[src/grid_ray_march_distance_assert.svh]
// assertion macros for the grid ray march distance block
`ifndef GRID_RAY_MARCH_DISTANCE_ASSERT_SVH
`define GRID_RAY_MARCH_DISTANCE_ASSERT_SVH
`ifndef SYNTHESIS
`define GRM_ASSERT_SAME(label, ante, cons) \
    label: assert property (@(posedge aclk) disable iff (!aresetn) (ante) |-> (cons)) \
        else $error("grm assertion failed");
`define GRM_ASSERT_NEXT(label, ante, cons) \
    label: assert property (@(posedge aclk) disable iff (!aresetn) (ante) |=> (cons)) \
        else $error("grm assertion failed");
`else
`define GRM_ASSERT_SAME(label, ante, cons)
`define GRM_ASSERT_NEXT(label, ante, cons)
`endif
`endif

[src/grm_ram.sv]
// generic single-port-write ram with registered read
module grm_ram #(
    parameter int DATA_W = 1,
    parameter int DEPTH  = 256
) (
    input  logic                     aclk,
    input  logic                     wr_en,
    input  logic [$clog2(DEPTH)-1:0] wr_addr,
    input  logic [DATA_W-1:0]        wr_data,
    input  logic                     rd_en,
    input  logic [$clog2(DEPTH)-1:0] rd_addr,
    output logic [DATA_W-1:0]        rd_data
);
    logic [DATA_W-1:0] mem [DEPTH];
    logic [DATA_W-1:0] rd_data_reg;

    // write port
    always_ff @(posedge aclk) begin
        if (wr_en) begin
            mem[wr_addr] <= wr_data;
        end
    end

    // registered read port
    always_ff @(posedge aclk) begin
        if (rd_en) begin
            rd_data_reg <= mem[rd_addr];
        end
    end

    assign rd_data = rd_data_reg;
endmodule

[config.mk]
export PLATFORM = sky130hd
export DESIGN_NAME = grm_ram
export DESIGN_NICKNAME = d
export VERILOG_FILES = /design/src/grid_ray_march_distance_assert.svh /design/src/grm_ram.sv
export SDC_FILE = /design/constraint.sdc
export NUM_CORES = 1
export LEC_CHECK = 0
export BUFFER_PORTS_ARGS = -buffer_cell sky130_fd_sc_hd__clkbuf_2
export CAP_MARGIN = 40
export CORE_MARGIN = 2
export CORE_UTILIZATION = 60
export DETAILED_ROUTE_END_ITERATION = 7
export GPL_TIMING_DRIVEN = 0
export PLACE_DENSITY_LB_ADDON = 0.1
export SYNTH_ARGS = -nofsm -noshare
export SYNTH_HDL_FRONTEND = slang
export SYNTH_SLANG_ARGS = --single-unit
[constraint.sdc]
create_clock -name aclk -period 6.5 [get_ports aclk]
set_clock_uncertainty 0.1 [all_clocks]
set_input_delay 1.3 -clock aclk [delete_from_list [all_inputs] [get_ports aclk]]
set_output_delay 1.3 -clock aclk [all_outputs]
set_load 0.02 [all_outputs]
==> impl.org <==
** Critical path
- Kind of end point of the critical path :: flip-flop
- In this run the worst path has a maximum fanout of 10.
- Biggest cell delay along the critical path :: 0.94 ns
- Among all stages on the critical path, the largest delay is contributed by sky130_fd_sc_hd__a2111oi_0.
- Critical path required time :: 6.75 ns
- Walking the worst path, the cells encountered are buf_6 > buf_6 > buf_4 > nor2_1 > a22oi_1 > a2111oi_0 > a311oi_1 > a22oi_1.
- The critical path starts at rd_addr[0].
- The critical path is of the input pin to flip-flop type.
- Reg2reg start :: mem[219]
- The number of cells on the worst reg-to-reg path is 6.
- Minimum setup slack among reg-to-reg paths :: 4.10 ns
- At the worst endpoint, the arrival time is 4.21 ns.
- Crit Reg-Reg Endpoint :: rd_data
- Startpoint kind of the worst setup timing path :: input pin

** Synthesis
- Yosys top cell by area :: sky130_fd_sc_hd__edfxtp_1
- The commonest cells after synthesis are sky130_fd_sc_hd__nor2_1 (268), sky130_fd_sc_hd__edfxtp_1 (257), sky130_fd_sc_hd__mux2i_1 (51).
- Of all flip-flops after synthesis, the portion carrying an async set or reset was 0%.
- Mean cell area of the mapped netlist :: 14.1 um^2
- Number of synthesized flops with an enable pin :: 257
- After technology mapping, the gate count stands at 788.
- The mapped netlist covers 11,100 um^2.
- Sequential area share after synthesis :: 69.3%
- Distinct cell type count of the synthesized netlist :: 34
- The Yosys step of the flow raised 0 warnings.
- Synth Flop Type :: sky130_fd_sc_hd__edfxtp_1
- sky130_fd_sc_hd__nor2_1 is the most common cell in the netlist.
- Share of the synthesized area in the top cell type :: 69.3%
- Flops & latches, synth :: 257
- By area the synthesized netlist is led by sky130_fd_sc_hd__edfxtp_1 (69%), sky130_fd_sc_hd__nor2_1 (9.0%), sky130_fd_sc_hd__mux4_2 (8.5%), sky130_fd_sc_hd__mux2i_1 (4.6%), sky130_fd_sc_hd__clkbuf_1 (1.3%).
- The number of nets handed over by synthesis was 808.

** Detailed routing
- Total number of vias :: 6,817
- Vias per inst :: 6.29
- The pre-antenna-repair detailed-routing pass consisted of 5 iterations.
- Post-route DRC :: 0
- In this run the remaining antenna-violating nets after routing total 0.
- Final routed wirelength across all metal layers :: 26.2 mm
- For this block, the initial DRC count from the detailed router was 794.
- Drt wl/cell :: 24.1 um

** Finish
- Proportion of layout cells with a drive suffix above 1 :: 12.9%
- In the final design database the tool counted 855 nets.
- 0 antenna diodes ended up in the layout.
- Synth-to-Final Area Change :: 10.8%
- The register with the most flip-flops in the layout has 256 of them.

** Flow run
- Max-cap violations in this run came to 0.

** GRT
- The via count of the first global-routing pass came to 6,831.
- The first global-routing pass estimated 39.5 mm of wire.
- Total global routing track utilization :: 27.4%
- For this run the aggregate overflow at the end of global routing stands at 0.
- Entering global routing, the biggest net connects 149 pins.
- Initial antenna violation count :: 0

** Timing
- Tightest Pin Transition :: 0.958 ns
- Setup violations remaining at the end of the flow were counted as 0.
- Maximum clock frequency :: 0.253 GHz
- Clock period minus final worst setup slack :: 3.96 ns
- Max-slew violation total from the final report :: 0
- Tightest slew margin relative to the limit :: 34.5%
- Final Hold Slack :: 0.875 ns
- The number of hold-slack violations in the final timing report was 0.
- Unrepaired setup endpoints after global routing :: no
- Of the available clock period, the critical path in the final layout requires 60.9%.
- Setup total negative slack :: 0 ns

** Clocking
- The clock drives 257 sinks.
- Number of buffers on the longest clock path :: 3
- Post-cts sizing count :: 0
- Clk pin slew, worst setup/hold paths :: 0.06 ns
- CTS placed an instance of sky130_fd_sc_hd__clkbuf_16 at the clock tree root.
- Number of H-tree branching levels :: 1
- At the later pin of the worst-skew pair, clock insertion delay measures 0.54 ns.
- Post-CTS Repair Setup Buffers :: 0
- Clock buffers created by TritonCTS :: 26
- Hold buffer count at cts :: 0
- CTS tree :: yes

** Hold path
- The worst hold path begins at rd_en.
- Hold Path End :: rd_data
- Number of cells on the worst hold path :: 1
- Classification of the worst-slack hold path :: input pin to flip-flop

** Floorplanning
- Horizontal die dimension :: 140 um
- Die Y :: 140 um
- The floorplan has 49 rows.
- Core region area :: 18,100 um^2
- Initial standard-cell utilization of the core :: 61.6%
- The floorplan step defined a die boundary enclosing 19,700 um^2.
- Top-Level Pins :: 21

** Run status
- Status :: completed

** Power and ir drop
- Dividing total power by cell area gives a power density of 276 nW/um^2.
- VDD IR max :: 223 uV
- Leak :: 3.81 nW

** Place
- HPWL reported at the end of detailed placement :: 17.1 mm
- At the end of routability-driven placement, the weighted congestion stood at 0.832.
- During placement, the flow inserted port buffers numbering 18.
-- through the flow --
step | std cells | utilization [%] | area, um^2 | worst slack (ns) | power (mW)
floorplan | 788 | - | 11100 | 3.19 | 1.97
global placement | 1035 | 63.7 | 11500 | 1.73 | 2.05
detailed placement | 1036 | 63.9 | 11600 | 2.18 | 2.05
CTS | 1084 | 68.2 | 12300 | 2.71 | 3.42
global route | 1084 | 68.2 | 12300 | 2.43 | 3.50
finish | 1084 | 68.2 | 12300 | 2.54 | 3.41
-- critical path: cells and delay by family --
kind | cells | cell delay, ns
and+or+nand+nor | 1 | 0.68
buffers and inverters | 3 | 0.53
AOI/OAI and AO/OA | 4 | 1.67
-- where the power goes --
group	total (mW)	switching [mW]	leakage [nW]	internal, mW
combinational	0.190	0.125	1.12	0.0651
sequential	1.83	0.000953	2.31	1.83
clock	1.39	0.595	0.381	0.797
total	3.41	0.720	3.81	2.69
-- worst max path at each step --
| stage | endpoint | cells past startpoint | slack (ns) |
|---|---|---|---|
| final | rd_data | 8 | 2.54 |
| after global placement | mem[12] | 1 | 1.73 |
| after CTS | rd_data | 8 | 2.71 |
| after detailed placement | rd_data | 8 | 2.18 |
| after floorplan | rd_data | 8 | 3.19 |
| after global routing | rd_data | 8 | 2.43 |
-- cells by family after synthesis --
logic type	synth area share, %
AOI/OAI and AO/OA	3.11
muxes	13.2
DFF	69.3
buffers and inverters	2.49
and+or+nand+nor	11.9
-- area by class of cell --
cell class / instances / area, um^2
Timing Repair Buffer: 19 / 126
Buffer: 56 / 274
Fill cell: 1241 / 5750
Tap cell: 229 / 287
Clock inverter: 13 / 82.6
Multi-Input combinational cell: 474 / 3140
Inverter: 1 / 3.75
Sequential cell: 257 / 7720
Clock buffer: 35 / 706
-- metal layers --
layer,global-route usage [%],up-vias,wire (um)
li1,-,3011,-
met1,39.8,3417,10500
met2,42.9,349,12300
met3,6.12,40,2810
met4,7.55,0,580
met5,0,-,0
-- placed cells by master (no fill, tap or decap), types with 5 or more instances in the layout --
cell	n
sky130_fd_sc_hd__nand3_1	12
sky130_fd_sc_hd__edfxtp_1	257
sky130_fd_sc_hd__o22ai_1	23
sky130_fd_sc_hd__nand2_1	23
sky130_fd_sc_hd__mux2i_1	51
sky130_fd_sc_hd__nor2b_1	9
sky130_fd_sc_hd__buf_4	5
sky130_fd_sc_hd__nor2_1	268
sky130_fd_sc_hd__clkinv_1	8
sky130_fd_sc_hd__a22o_1	6
sky130_fd_sc_hd__mux4_2	42
sky130_fd_sc_hd__clkbuf_1	47
sky130_fd_sc_hd__a22oi_1	8
sky130_fd_sc_hd__clkbuf_16	27
sky130_fd_sc_hd__nor4_1	5
sky130_fd_sc_hd__buf_2	6
sky130_fd_sc_hd__clkbuf_2	17
sky130_fd_sc_hd__buf_6	5
(Power assumes the default switching activity.)
