==> src/grid_ray_march_distance_assert.svh <==
// assertion macros for the grid ray march distance block
`ifndef GRID_RAY_MARCH_DISTANCE_ASSERT_SVH
`define GRID_RAY_MARCH_DISTANCE_ASSERT_SVH
`ifndef SYNTHESIS
`define GRM_ASSERT_SAME(label, ante, cons) \
    label: assert property (@(posedge aclk) disable iff (!aresetn) (ante) |-> (cons)) \
        else $error("grm assertion failed");
`define GRM_ASSERT_NEXT(label, ante, cons) \
    label: assert property (@(posedge aclk) disable iff (!aresetn) (ante) |=> (cons)) \
        else $error("grm assertion failed");
`else
`define GRM_ASSERT_SAME(label, ante, cons)
`define GRM_ASSERT_NEXT(label, ante, cons)
`endif
`endif

==> src/grm_pkg.sv <==
// shared types, constants and sine table of the grid ray march block
package grm_pkg;

    localparam int POS_W    = 34;  // signed Q.16 position
    localparam int PIX_W    = POS_W - 17;
    localparam int MUL_W    = 32;
    localparam int PROD_W   = 64;
    localparam int RND_W    = 40;
    localparam int MAG_W    = RND_W - 14;
    localparam int SQ_W     = 62;
    localparam int STEP_W   = 24;
    localparam int DVD_W    = 24;
    localparam int CNT_W    = 5;
    localparam int DIST_BITS = 23;
    localparam int TRIG_W   = 15;

    localparam logic [STEP_W-1:0] STEP_MIN = 24'd16384;  // quarter pixel

    // configuration register indexes
    localparam logic [1:0] REG_ORIGIN_X     = 2'd0;
    localparam logic [1:0] REG_ORIGIN_Y     = 2'd1;
    localparam logic [1:0] REG_CELL_SIZE    = 2'd2;
    localparam logic [1:0] REG_INITIAL_STEP = 2'd3;

    typedef struct packed {
        logic [11:0] origin_x;
        logic [11:0] origin_y;
        logic [7:0]  cell_size;
        logic [7:0]  initial_step;
    } cfg_t;

    typedef struct packed {
        logic [19:0] start_x;
        logic [19:0] start_y;
        logic [8:0]  ray_angle;
    } cast_cmd_t;

    typedef struct packed {
        logic [15:0] distance;
        logic [19:0] end_x;
        logic [19:0] end_y;
    } result_t;

    typedef struct packed {
        logic              neg;
        logic [TRIG_W-1:0] mag;
    } trig_t;

    // quarter-wave sine, Q1.14
    function automatic logic [TRIG_W-1:0] sine_q14(input logic [6:0] idx);
        logic [TRIG_W-1:0] v;
        unique case (idx)
            7'd0: v = 15'd0;         7'd1: v = 15'd286;       7'd2: v = 15'd572;
            7'd3: v = 15'd857;       7'd4: v = 15'd1143;      7'd5: v = 15'd1428;
            7'd6: v = 15'd1713;      7'd7: v = 15'd1997;      7'd8: v = 15'd2280;
            7'd9: v = 15'd2563;      7'd10: v = 15'd2845;     7'd11: v = 15'd3126;
            7'd12: v = 15'd3406;     7'd13: v = 15'd3686;     7'd14: v = 15'd3964;
            7'd15: v = 15'd4240;     7'd16: v = 15'd4516;     7'd17: v = 15'd4790;
            7'd18: v = 15'd5063;     7'd19: v = 15'd5334;     7'd20: v = 15'd5604;
            7'd21: v = 15'd5872;     7'd22: v = 15'd6138;     7'd23: v = 15'd6402;
            7'd24: v = 15'd6664;     7'd25: v = 15'd6924;     7'd26: v = 15'd7182;
            7'd27: v = 15'd7438;     7'd28: v = 15'd7692;     7'd29: v = 15'd7943;
            7'd30: v = 15'd8192;     7'd31: v = 15'd8438;     7'd32: v = 15'd8682;
            7'd33: v = 15'd8923;     7'd34: v = 15'd9162;     7'd35: v = 15'd9397;
            7'd36: v = 15'd9630;     7'd37: v = 15'd9860;     7'd38: v = 15'd10087;
            7'd39: v = 15'd10311;    7'd40: v = 15'd10531;    7'd41: v = 15'd10749;
            7'd42: v = 15'd10963;    7'd43: v = 15'd11174;    7'd44: v = 15'd11381;
            7'd45: v = 15'd11585;    7'd46: v = 15'd11786;    7'd47: v = 15'd11982;
            7'd48: v = 15'd12176;    7'd49: v = 15'd12365;    7'd50: v = 15'd12551;
            7'd51: v = 15'd12733;    7'd52: v = 15'd12911;    7'd53: v = 15'd13085;
            7'd54: v = 15'd13255;    7'd55: v = 15'd13421;    7'd56: v = 15'd13583;
            7'd57: v = 15'd13741;    7'd58: v = 15'd13894;    7'd59: v = 15'd14044;
            7'd60: v = 15'd14189;    7'd61: v = 15'd14330;    7'd62: v = 15'd14466;
            7'd63: v = 15'd14598;    7'd64: v = 15'd14726;    7'd65: v = 15'd14849;
            7'd66: v = 15'd14968;    7'd67: v = 15'd15082;    7'd68: v = 15'd15191;
            7'd69: v = 15'd15296;    7'd70: v = 15'd15396;    7'd71: v = 15'd15491;
            7'd72: v = 15'd15582;    7'd73: v = 15'd15668;    7'd74: v = 15'd15749;
            7'd75: v = 15'd15826;    7'd76: v = 15'd15897;    7'd77: v = 15'd15964;
            7'd78: v = 15'd16026;    7'd79: v = 15'd16083;    7'd80: v = 15'd16135;
            7'd81: v = 15'd16182;    7'd82: v = 15'd16225;    7'd83: v = 15'd16262;
            7'd84: v = 15'd16294;    7'd85: v = 15'd16322;    7'd86: v = 15'd16344;
            7'd87: v = 15'd16362;    7'd88: v = 15'd16374;    7'd89: v = 15'd16382;
            7'd90: v = 15'd16384;
            default: v = 15'd0;
        endcase
        return v;
    endfunction

    // magnitude and sign of sin(deg), deg in 0..359
    function automatic trig_t sine_of(input logic [8:0] deg);
        trig_t      t;
        logic [8:0] idx;
        t.neg = (deg > 9'd180);
        if (deg <= 9'd90) begin
            idx = deg;
        end else if (deg <= 9'd180) begin
            idx = 9'd180 - deg;
        end else if (deg <= 9'd270) begin
            idx = deg - 9'd180;
        end else begin
            idx = 9'd360 - deg;
        end
        t.mag = sine_q14(idx[6:0]);
        return t;
    endfunction

endpackage

==> src/grm_engine.sv <==
// ray march sequencer around one shared multiplier, divider step and root step
module grm_engine #(
    parameter int MAP_COLUMNS = 16,
    parameter int MAP_ROWS    = 16
) (
    input  logic                     aclk,
    input  logic                     aresetn,
    input  logic                     start,
    input  grm_pkg::cast_cmd_t       cmd,
    input  grm_pkg::cfg_t            cfg,
    output logic                     rd_en,
    output logic [$clog2(MAP_COLUMNS*MAP_ROWS)-1:0] rd_addr,
    input  logic                     rd_data,
    input  logic                     res_ready,
    output logic                     idle,
    output logic                     done,
    output grm_pkg::result_t         res
);
    import grm_pkg::*;

    localparam int COL_W  = $clog2(MAP_COLUMNS);
    localparam int ROW_W  = $clog2(MAP_ROWS);
    localparam int ADDR_W = $clog2(MAP_COLUMNS * MAP_ROWS);

    localparam logic [4:0] ST_IDLE = 5'd0;
    localparam logic [4:0] ST_CHK  = 5'd1;
    localparam logic [4:0] ST_DIVX = 5'd2;
    localparam logic [4:0] ST_DIVY = 5'd3;
    localparam logic [4:0] ST_RD   = 5'd4;
    localparam logic [4:0] ST_EVAL = 5'd5;
    localparam logic [4:0] ST_MULX = 5'd6;
    localparam logic [4:0] ST_MULY = 5'd7;
    localparam logic [4:0] ST_MULD = 5'd8;
    localparam logic [4:0] ST_STEP = 5'd9;
    localparam logic [4:0] ST_SQX  = 5'd10;
    localparam logic [4:0] ST_SQY  = 5'd11;
    localparam logic [4:0] ST_SUM  = 5'd12;
    localparam logic [4:0] ST_ROOT = 5'd13;
    localparam logic [4:0] ST_DIVD = 5'd14;
    localparam logic [4:0] ST_DONE = 5'd15;

    logic [4:0] state_reg, state_next;
    logic       first_reg, first_next;
    logic       sneg_reg, sneg_next, cneg_reg, cneg_next;
    logic [TRIG_W-1:0] sm_reg, sm_next, cm_reg, cm_next;
    logic [STEP_W-1:0] step_reg, step_next;
    logic signed [POS_W-1:0] sx_reg, sx_next, sy_reg, sy_next;
    logic signed [POS_W-1:0] lx_reg, lx_next, ly_reg, ly_next;
    logic signed [POS_W-1:0] cx_reg, cx_next, cy_reg, cy_next;
    logic signed [POS_W-1:0] dx_reg, dx_next, dy_reg, dy_next;
    logic [PROD_W-1:0] prod_reg, prod_next;
    logic [7:0]        rem_reg, rem_next;
    logic [DVD_W-1:0]  dvd_reg, dvd_next, q_reg, q_next;
    logic [CNT_W-1:0]  cnt_reg, cnt_next;
    logic [COL_W-1:0]  col_reg, col_next;
    logic [ROW_W-1:0]  row_reg, row_next;
    logic [SQ_W-1:0]   acc_reg, acc_next, root_reg, root_next, bit_reg, bit_next;
    logic [15:0]       dist_reg, dist_next;

    logic [7:0]        cs;
    logic [8:0]        ang_fold, ang_cos_sum, ang_cos;
    trig_t             sin_t, cos_t;
    logic signed [POS_W-1:0] rx, ry, ex, ey;
    logic [POS_W-1:0]  ux_full, uy_full;
    logic [PIX_W-1:0]  rxp, ryp, lim_x, lim_y;
    logic              geo_blk;
    logic [8:0]        div_t, div_sub;
    logic              div_ge;
    logic [7:0]        rem_step;
    logic [DVD_W-1:0]  q_step;
    logic [MUL_W-1:0]  mul_a, mul_b;
    logic [RND_W-1:0]  mag_rnd;
    logic signed [POS_W-1:0] mag_ext;
    logic [SQ_W-1:0]   sumrb, root_step;
    logic              root_ge;
    logic [STEP_W-1:0] step_half;
    logic              test_done, test_blk;
    logic [DIST_BITS-1:0] qd;
    logic [POS_W-9:0]  ex_clamp, ey_clamp;

    // direction from the folded angle
    always_comb begin
        ang_fold    = (cmd.ray_angle >= 9'd360) ? cmd.ray_angle - 9'd360 : cmd.ray_angle;
        ang_cos_sum = ang_fold + 9'd90;
        ang_cos     = (ang_cos_sum >= 9'd360) ? ang_cos_sum - 9'd360 : ang_cos_sum;
        sin_t       = sine_of(ang_fold);
        cos_t       = sine_of(ang_cos);
    end

    // map geometry of the candidate point
    always_comb begin
        cs      = (cfg.cell_size == 8'd0) ? 8'd1 : cfg.cell_size;
        rx      = cx_reg - $signed({{(POS_W-28){1'b0}}, cfg.origin_x, 16'b0});
        ry      = cy_reg - $signed({{(POS_W-28){1'b0}}, cfg.origin_y, 16'b0});
        rxp     = rx[POS_W-2:16];
        ryp     = ry[POS_W-2:16];
        lim_x   = PIX_W'(cs) * PIX_W'(MAP_COLUMNS);
        lim_y   = PIX_W'(cs) * PIX_W'(MAP_ROWS);
        geo_blk = rx[POS_W-1] | ry[POS_W-1] | (rxp >= lim_x) | (ryp >= lim_y);
    end

    // shared restoring divider step by the cell size
    always_comb begin
        div_t    = {rem_reg, dvd_reg[DVD_W-1]};
        div_sub  = div_t - {1'b0, cs};
        div_ge   = (div_t >= {1'b0, cs});
        rem_step = div_ge ? div_sub[7:0] : div_t[7:0];
        q_step   = {q_reg[DVD_W-2:0], div_ge};
    end

    // shared root step
    always_comb begin
        sumrb     = root_reg + bit_reg;
        root_ge   = (acc_reg >= sumrb);
        root_step = root_ge ? (root_reg >> 1) + bit_reg : root_reg >> 1;
    end

    // displacement magnitude rounded at Q.16, end point distances
    always_comb begin
        mag_rnd   = prod_reg[RND_W-1:0] + RND_W'(8192);
        mag_ext   = $signed(POS_W'(mag_rnd[RND_W-1:14]));
        step_half = step_reg >> 1;
        ex        = lx_reg - sx_reg;
        ey        = ly_reg - sy_reg;
        ux_full   = ex[POS_W-1] ? -ex : ex;
        uy_full   = ey[POS_W-1] ? -ey : ey;
        qd        = q_step[DIST_BITS-1:0];
    end

    // shared multiplier operand select
    always_comb begin
        unique case (state_reg)
            ST_MULX: begin
                mul_a = MUL_W'(sm_reg);
                mul_b = MUL_W'(step_reg);
            end
            ST_MULY: begin
                mul_a = MUL_W'(cm_reg);
                mul_b = MUL_W'(step_reg);
            end
            ST_SQX: begin
                mul_a = ux_full[MUL_W-1:0];
                mul_b = ux_full[MUL_W-1:0];
            end
            ST_SQY: begin
                mul_a = uy_full[MUL_W-1:0];
                mul_b = uy_full[MUL_W-1:0];
            end
            default: begin
                mul_a = '0;
                mul_b = '0;
            end
        endcase
    end

    // sequencer
    always_comb begin
        state_next = state_reg;
        first_next = first_reg;
        sneg_next  = sneg_reg;
        cneg_next  = cneg_reg;
        sm_next    = sm_reg;
        cm_next    = cm_reg;
        step_next  = step_reg;
        sx_next    = sx_reg;
        sy_next    = sy_reg;
        lx_next    = lx_reg;
        ly_next    = ly_reg;
        cx_next    = cx_reg;
        cy_next    = cy_reg;
        dx_next    = dx_reg;
        dy_next    = dy_reg;
        prod_next  = PROD_W'(mul_a) * PROD_W'(mul_b);
        rem_next   = rem_reg;
        dvd_next   = dvd_reg;
        q_next     = q_reg;
        cnt_next   = cnt_reg;
        col_next   = col_reg;
        row_next   = row_reg;
        acc_next   = acc_reg;
        root_next  = root_reg;
        bit_next   = bit_reg;
        dist_next  = dist_reg;
        test_done  = 1'b0;
        test_blk   = 1'b1;

        unique case (state_reg)
            ST_IDLE: begin
                if (start) begin
                    sx_next    = $signed({{(POS_W-28){1'b0}}, cmd.start_x, 8'b0});
                    sy_next    = $signed({{(POS_W-28){1'b0}}, cmd.start_y, 8'b0});
                    lx_next    = $signed({{(POS_W-28){1'b0}}, cmd.start_x, 8'b0});
                    ly_next    = $signed({{(POS_W-28){1'b0}}, cmd.start_y, 8'b0});
                    cx_next    = $signed({{(POS_W-28){1'b0}}, cmd.start_x, 8'b0});
                    cy_next    = $signed({{(POS_W-28){1'b0}}, cmd.start_y, 8'b0});
                    sm_next    = sin_t.mag;
                    sneg_next  = sin_t.neg;
                    cm_next    = cos_t.mag;
                    cneg_next  = cos_t.neg;
                    step_next  = {cfg.initial_step, 16'b0};
                    first_next = 1'b1;
                    state_next = ST_CHK;
                end
            end
            ST_CHK: begin
                if (geo_blk) begin
                    test_done = 1'b1;
                end else begin
                    rem_next   = 8'(rxp >> COL_W);
                    dvd_next   = {rxp[COL_W-1:0], {(DVD_W-COL_W){1'b0}}};
                    cnt_next   = CNT_W'(COL_W);
                    state_next = ST_DIVX;
                end
            end
            ST_DIVX: begin
                rem_next = rem_step;
                q_next   = q_step;
                dvd_next = dvd_reg << 1;
                cnt_next = cnt_reg - 1'b1;
                if (cnt_reg == CNT_W'(1)) begin
                    col_next   = q_step[COL_W-1:0];
                    rem_next   = 8'(ryp >> ROW_W);
                    dvd_next   = {ryp[ROW_W-1:0], {(DVD_W-ROW_W){1'b0}}};
                    cnt_next   = CNT_W'(ROW_W);
                    state_next = ST_DIVY;
                end
            end
            ST_DIVY: begin
                rem_next = rem_step;
                q_next   = q_step;
                dvd_next = dvd_reg << 1;
                cnt_next = cnt_reg - 1'b1;
                if (cnt_reg == CNT_W'(1)) begin
                    row_next   = q_step[ROW_W-1:0];
                    state_next = ST_RD;
                end
            end
            ST_RD: begin
                state_next = ST_EVAL;
            end
            ST_EVAL: begin
                test_done = 1'b1;
                test_blk  = rd_data;
            end
            ST_MULX: begin
                state_next = ST_MULY;
            end
            ST_MULY: begin
                dx_next    = sneg_reg ? mag_ext : -mag_ext;
                state_next = ST_MULD;
            end
            ST_MULD: begin
                dy_next    = cneg_reg ? -mag_ext : mag_ext;
                state_next = ST_STEP;
            end
            ST_STEP: begin
                cx_next    = lx_reg + dx_reg;
                cy_next    = ly_reg + dy_reg;
                state_next = ST_CHK;
            end
            ST_SQX: begin
                state_next = ST_SQY;
            end
            ST_SQY: begin
                acc_next   = prod_reg[SQ_W-1:0];
                state_next = ST_SUM;
            end
            ST_SUM: begin
                acc_next   = acc_reg + prod_reg[SQ_W-1:0];
                root_next  = '0;
                bit_next   = SQ_W'(1) << (SQ_W - 2);
                state_next = ST_ROOT;
            end
            ST_ROOT: begin
                if (root_ge) begin
                    acc_next = acc_reg - sumrb;
                end
                root_next = root_step;
                bit_next  = bit_reg >> 2;
                if (bit_reg[0]) begin
                    rem_next   = '0;
                    dvd_next   = {root_step[30:8], {(DVD_W-DIST_BITS){1'b0}}};
                    cnt_next   = CNT_W'(DIST_BITS);
                    state_next = ST_DIVD;
                end
            end
            ST_DIVD: begin
                rem_next = rem_step;
                q_next   = q_step;
                dvd_next = dvd_reg << 1;
                cnt_next = cnt_reg - 1'b1;
                if (cnt_reg == CNT_W'(1)) begin
                    dist_next  = (|qd[DIST_BITS-1:16]) ? 16'hFFFF : qd[15:0];
                    state_next = ST_DONE;
                end
            end
            ST_DONE: begin
                if (res_ready) begin
                    state_next = ST_IDLE;
                end
            end
            default: begin
                state_next = ST_IDLE;
            end
        endcase

        // outcome of one blocked test
        if (test_done) begin
            if (first_reg) begin
                first_next = 1'b0;
                state_next = (!test_blk && (step_reg > STEP_MIN)) ? ST_MULX : ST_SQX;
            end else if (!test_blk) begin
                lx_next    = cx_reg;
                ly_next    = cy_reg;
                state_next = ST_STEP;
            end else begin
                step_next  = step_half;
                state_next = (step_half > STEP_MIN) ? ST_MULX : ST_SQX;
            end
        end
    end

    // control state
    always_ff @(posedge aclk) begin
        if (!aresetn) begin
            state_reg <= ST_IDLE;
            first_reg <= 1'b0;
        end else begin
            state_reg <= state_next;
            first_reg <= first_next;
        end
    end

    // datapath registers
    always_ff @(posedge aclk) begin
        sneg_reg <= sneg_next;
        cneg_reg <= cneg_next;
        sm_reg   <= sm_next;
        cm_reg   <= cm_next;
        step_reg <= step_next;
        sx_reg   <= sx_next;
        sy_reg   <= sy_next;
        lx_reg   <= lx_next;
        ly_reg   <= ly_next;
        cx_reg   <= cx_next;
        cy_reg   <= cy_next;
        dx_reg   <= dx_next;
        dy_reg   <= dy_next;
        prod_reg <= prod_next;
        rem_reg  <= rem_next;
        dvd_reg  <= dvd_next;
        q_reg    <= q_next;
        cnt_reg  <= cnt_next;
        col_reg  <= col_next;
        row_reg  <= row_next;
        acc_reg  <= acc_next;
        root_reg <= root_next;
        bit_reg  <= bit_next;
        dist_reg <= dist_next;
    end

    // map read and result
    always_comb begin
        rd_en        = (state_reg == ST_RD);
        rd_addr      = ADDR_W'(row_reg) * ADDR_W'(MAP_COLUMNS) + ADDR_W'(col_reg);
        idle         = (state_reg == ST_IDLE);
        done         = (state_reg == ST_DONE) && res_ready;
        ex_clamp     = lx_reg[POS_W-1:8];
        ey_clamp     = ly_reg[POS_W-1:8];
        res.distance = dist_reg;
        res.end_x    = (|ex_clamp[POS_W-9:20]) ? 20'hFFFFF : ex_clamp[19:0];
        res.end_y    = (|ey_clamp[POS_W-9:20]) ? 20'hFFFFF : ey_clamp[19:0];
    end
endmodule

==> config.mk <==
export PLATFORM = sky130hd
export DESIGN_NAME = grm_engine
export DESIGN_NICKNAME = d
export VERILOG_FILES = /design/src/grid_ray_march_distance_assert.svh /design/src/grm_pkg.sv /design/src/grm_engine.sv
export SDC_FILE = /design/constraint.sdc
export NUM_CORES = 2
export LEC_CHECK = 0
export BUFFER_PORTS_ARGS = -buffer_cell sky130_fd_sc_hd__buf_2
export CAP_MARGIN = 30
export CORE_UTILIZATION = 45
export DETAILED_ROUTE_END_ITERATION = 7
export PLACE_DENSITY = 0.63
export RECOVER_POWER = 50
export SLEW_MARGIN = 0
export SYNTH_ARGS = -nofsm -noshare
export SYNTH_HDL_FRONTEND = slang
export SYNTH_SLANG_ARGS = --single-unit
==> constraint.sdc <==
create_clock -name aclk -period 12.21 [get_ports aclk]
set_clock_uncertainty 0.2 [all_clocks]
set_input_delay 1.8315 -clock aclk [delete_from_list [all_inputs] [get_ports aclk]]
set_output_delay 1.8315 -clock aclk [all_outputs]
set_load 0.005 [all_outputs]
==> results by group <==
Drt
  – Final ANT Viol Nets: 0
  – Pre-antenna DRT Iters: 7
  – DRT Wirelength: 273300 µm
  – Routed vias: 67240
  – Drt via density: 5.728
  – WL per Instance: 23.28 µm
  – Drt initial violations: 6684
  – Remaining DRCs: 0

Timing
  – Least-Margin Pin Slew: 4.177 ns
  – Crit share post-route: 97.49%
  – Setup tns final: 0 ns
  – Tmin final: 11.90 ns
  – Max Slew Vio Count: 745
  – Hold Fails Final Rpt: 0
  – Fmax: 84.01 MHz
  – Final setup vio count: 0
  – Slew margin rel.: -178.4%

Layout
  – Reg area: 16550 µm²
  – Fill count: 16548
  – Share of layout cells above drive strength 1: 10.75%
  – Final nets: 10980
  – Layout area overhead: 12.55%
  – Area of the multi-input gates: 56550 µm²

Yosys
  – Avg Inst Size Synth: 8.746 µm²
  – Post-synth EDFFs: 445
  – Syn nets: 10624
  – Synthesis warning total: 0
  – FF+latch count, synth: 604
  – Post-synth cell types: 116
  – Top FF cell, synth: edfxtp_1
  – Leading area contributor after synthesis: fa_1
  – Mapped cell area: 78680 µm²
  – Area contributors post-synth: fa_1, edfxtp_1, ha_1
  – Share of the synthesized area in the top cell type: 22.80%
  – Ys async rst share: 0%
  – Cell count after synthesis: 8996
  – Sequential fraction of the synthesis area: 21.03%

Clocking
  – CTS HTree Levels: 3
  – Worst-path clk slew: 0.06 ns
  – Clock Latency Late Sink: 0.68 ns
  – Clk buf depth: 3
  – Clock root cell: clkbuf_16
  – Clock Sinks: 604
  – Num CTS Buffers: 70
  – TritonCTS clock tree: yes

Run status
  – Failing checks: max-capacitance violations, max-slew violations
  – Status: finished with violations

Floorplanning
  – Die height: 420.1 µm
  – Initial Utilization: 45.26%
  – Die ar.: 176500 µm²
  – Die W: 420.1 µm
  – IO Pins: 161
  – # rows: 153
  – Core area: 173800 µm²

Place
  – Post-DP HPWL: 218500 µm
  – IO buf count: 160
  – GPL Wtd Cong: 0.9862

Power and ir drop
  – Leakage dissipation: 41.17 nW
  – Power Density: 158.6 nW/µm²
  – Design Power: 14.04 mW
  – Worst vdd ir: 0.1555 mV

GRT
  – First-pass GRT wire length: 409800 µm
  – GR Overflow Total: 0
  – Vias in the first global route: 66788
  – Tot GR Track Use: 30.77%
  – Initial antenna violation count: 26
  – Largest net degree at the start of global routing: 97

Critical path
  – Crit-path max FO: 9
  – Crit path top cell by count: fa_1
  – Crit path launch type: register
  – Buf/Inv on CP: 9
  – Crit Path Class: reg2reg
  – Largest stage delay on the critical path: 0.57 ns
  – Flop-to-flop setup slack: 0.31 ns
  – Top cell family by delay on the critical path: adder cells
  – Worst EP required: 12.57 ns
  – Slowest-stage cell, CP: fa_1
  – Nature of the critical path endpoint: register
  – Critical path arrival: 12.26 ns

Flow run
  – # Max-Cap Violations: 15

Min path
  – Worst Hold Class: reg2reg
-- stage by stage --
stage / std cells / hold slack (ns) / utilization, % / setup slack, ns / area [µm²]
floorplan: 8996 / 0.2176 / - / 0.3961 / 78680
global placement: 11562 / 0.2197 / 49.07 / -0.1212 / 85290
detailed placement: 11571 / 0.2279 / 49.18 / -0.1401 / 85480
CTS: 11699 / 0.2431 / 50.56 / 0.009433 / 87890
global route: 11733 / 0.2544 / 50.93 / -0.04675 / 88530
finish: 11738 / 0.2400 / 50.94 / 0.3069 / 88550
-- layout by cell type, fill, tap and decap left out, types with 46 or more instances in the layout --
cell	instances
nand2_1	1231
dfxtp_1	158
clkbuf_1	84
clkbuf_16	73
or3_1	46
nand3_1	101
a21o_1	174
ha_1	634
buf_12	55
edfxtp_1	445
a22oi_1	55
nand4_1	52
a211oi_1	63
o21bai_1	51
nor3_1	117
o21a_1	49
a21oi_1	395
o21ai_0	451
mux2i_1	61
nand2b_1	70
inv_1	1309
fa_1	880
o31ai_1	50
buf_4	404
nor2_1	618
xnor2_1	289
o211ai_1	53
nor2b_1	98
a31oi_1	93
xor2_1	216
buf_2	108
or2_2	81
and3_1	49
and2_1	112
-- area by class of cell --
cell class,count,share of cell area (%)
Multi-Input combinational cell,6695,63.86
Inverter,1324,5.628
Clock inverter,39,0.4847
Clock buffer,87,2.108
Sequential cell,604,18.69
Tap cell,2325,3.285
Antenna cell,7,0.01978
Timing Repair Buffer,657,5.926
-- synthesized netlist by cell type (all sizes together) (64+ instances only) --
master  instances
a31oi          97
inv          1321
xor2          219
a21oi         412
clkbuf        309
a21o          176
and2          132
nor2          621
nor2b         101
ha            638
nand2b         70
nand2        1234
or2            85
fa            896
dfxtp         159
a211oi         69
edfxtp        445
nor3          122
buf            64
o21ai         474
nand3         103
xnor2         303
-- logic make-up (layout without fill, tap and decap cells) --
| group | count (synthesis) | in the layout | synth area share, % |
|---|---|---|---|
| xor gates and xnor gates | 522 | 522 | 5.844 |
| and+or+nand+nor | 2718 | 2718 | 15.60 |
| AOI/OAI and AO/OA | 1827 | 1827 | 15.07 |
| buffers and inverters | 1697 | 2107 | 8.155 |
| DFF | 604 | 604 | 21.03 |
| other | 0 | 7 | 0 |
| adders and majority gates | 1534 | 1534 | 32.95 |
| muxes | 94 | 94 | 1.361 |
-- what timing repair did --
| item | in CTS | in global routing |
|---|---|---|
| endpoints found under the setup margin | 8 | 19 |
| pin swaps | 2 | 55 |
| gates cloned | 0 | 2 |
| resized for setup | 18 | 133 |
| hold buffers | 0 | 0 |
| buffers inserted | 2 | 27 |
-- report_power, final --
| group | switching (mW) | internal (mW) |
|---|---|---|
| Sequential | 0.480 | 2.84 |
| Clock | 0.939 | 1.23 |
| Combinational | 5.24 | 3.31 |
| Total | 6.66 | 7.38 |
-- worst register-to-register path: cells and delay by family, from the launching register on --
kind	cells	cell delay [ns]
and+or+nand+nor	7	1.74
adders and majority gates	10	4.46
buffers and inverters	9	1.09
AOI/OAI and AO/OA	18	3.54
DFF	1	0.38
xor gates and xnor gates	3	0.41
-- worst paths after layout --
path / start / to / depth (start not counted)
max: sx_reg[9] / prod_reg[60] / 47
min: q_reg[13] / q_reg[14] / 0
max reg2reg: sx_reg[9] / prod_reg[60] / 47
min reg2reg: q_reg[13] / q_reg[14] / 0
-- metal layers --
layer,vias to the layer above,wire (µm),track usage (%)
met5,-,46,0
met4,6,10640,10.56
met3,419,22720,5.258
met2,2707,121700,47.78
met1,33377,118200,43.23
li1,30731,-,-
Note: power is estimated with default switching activity, not from simulation.
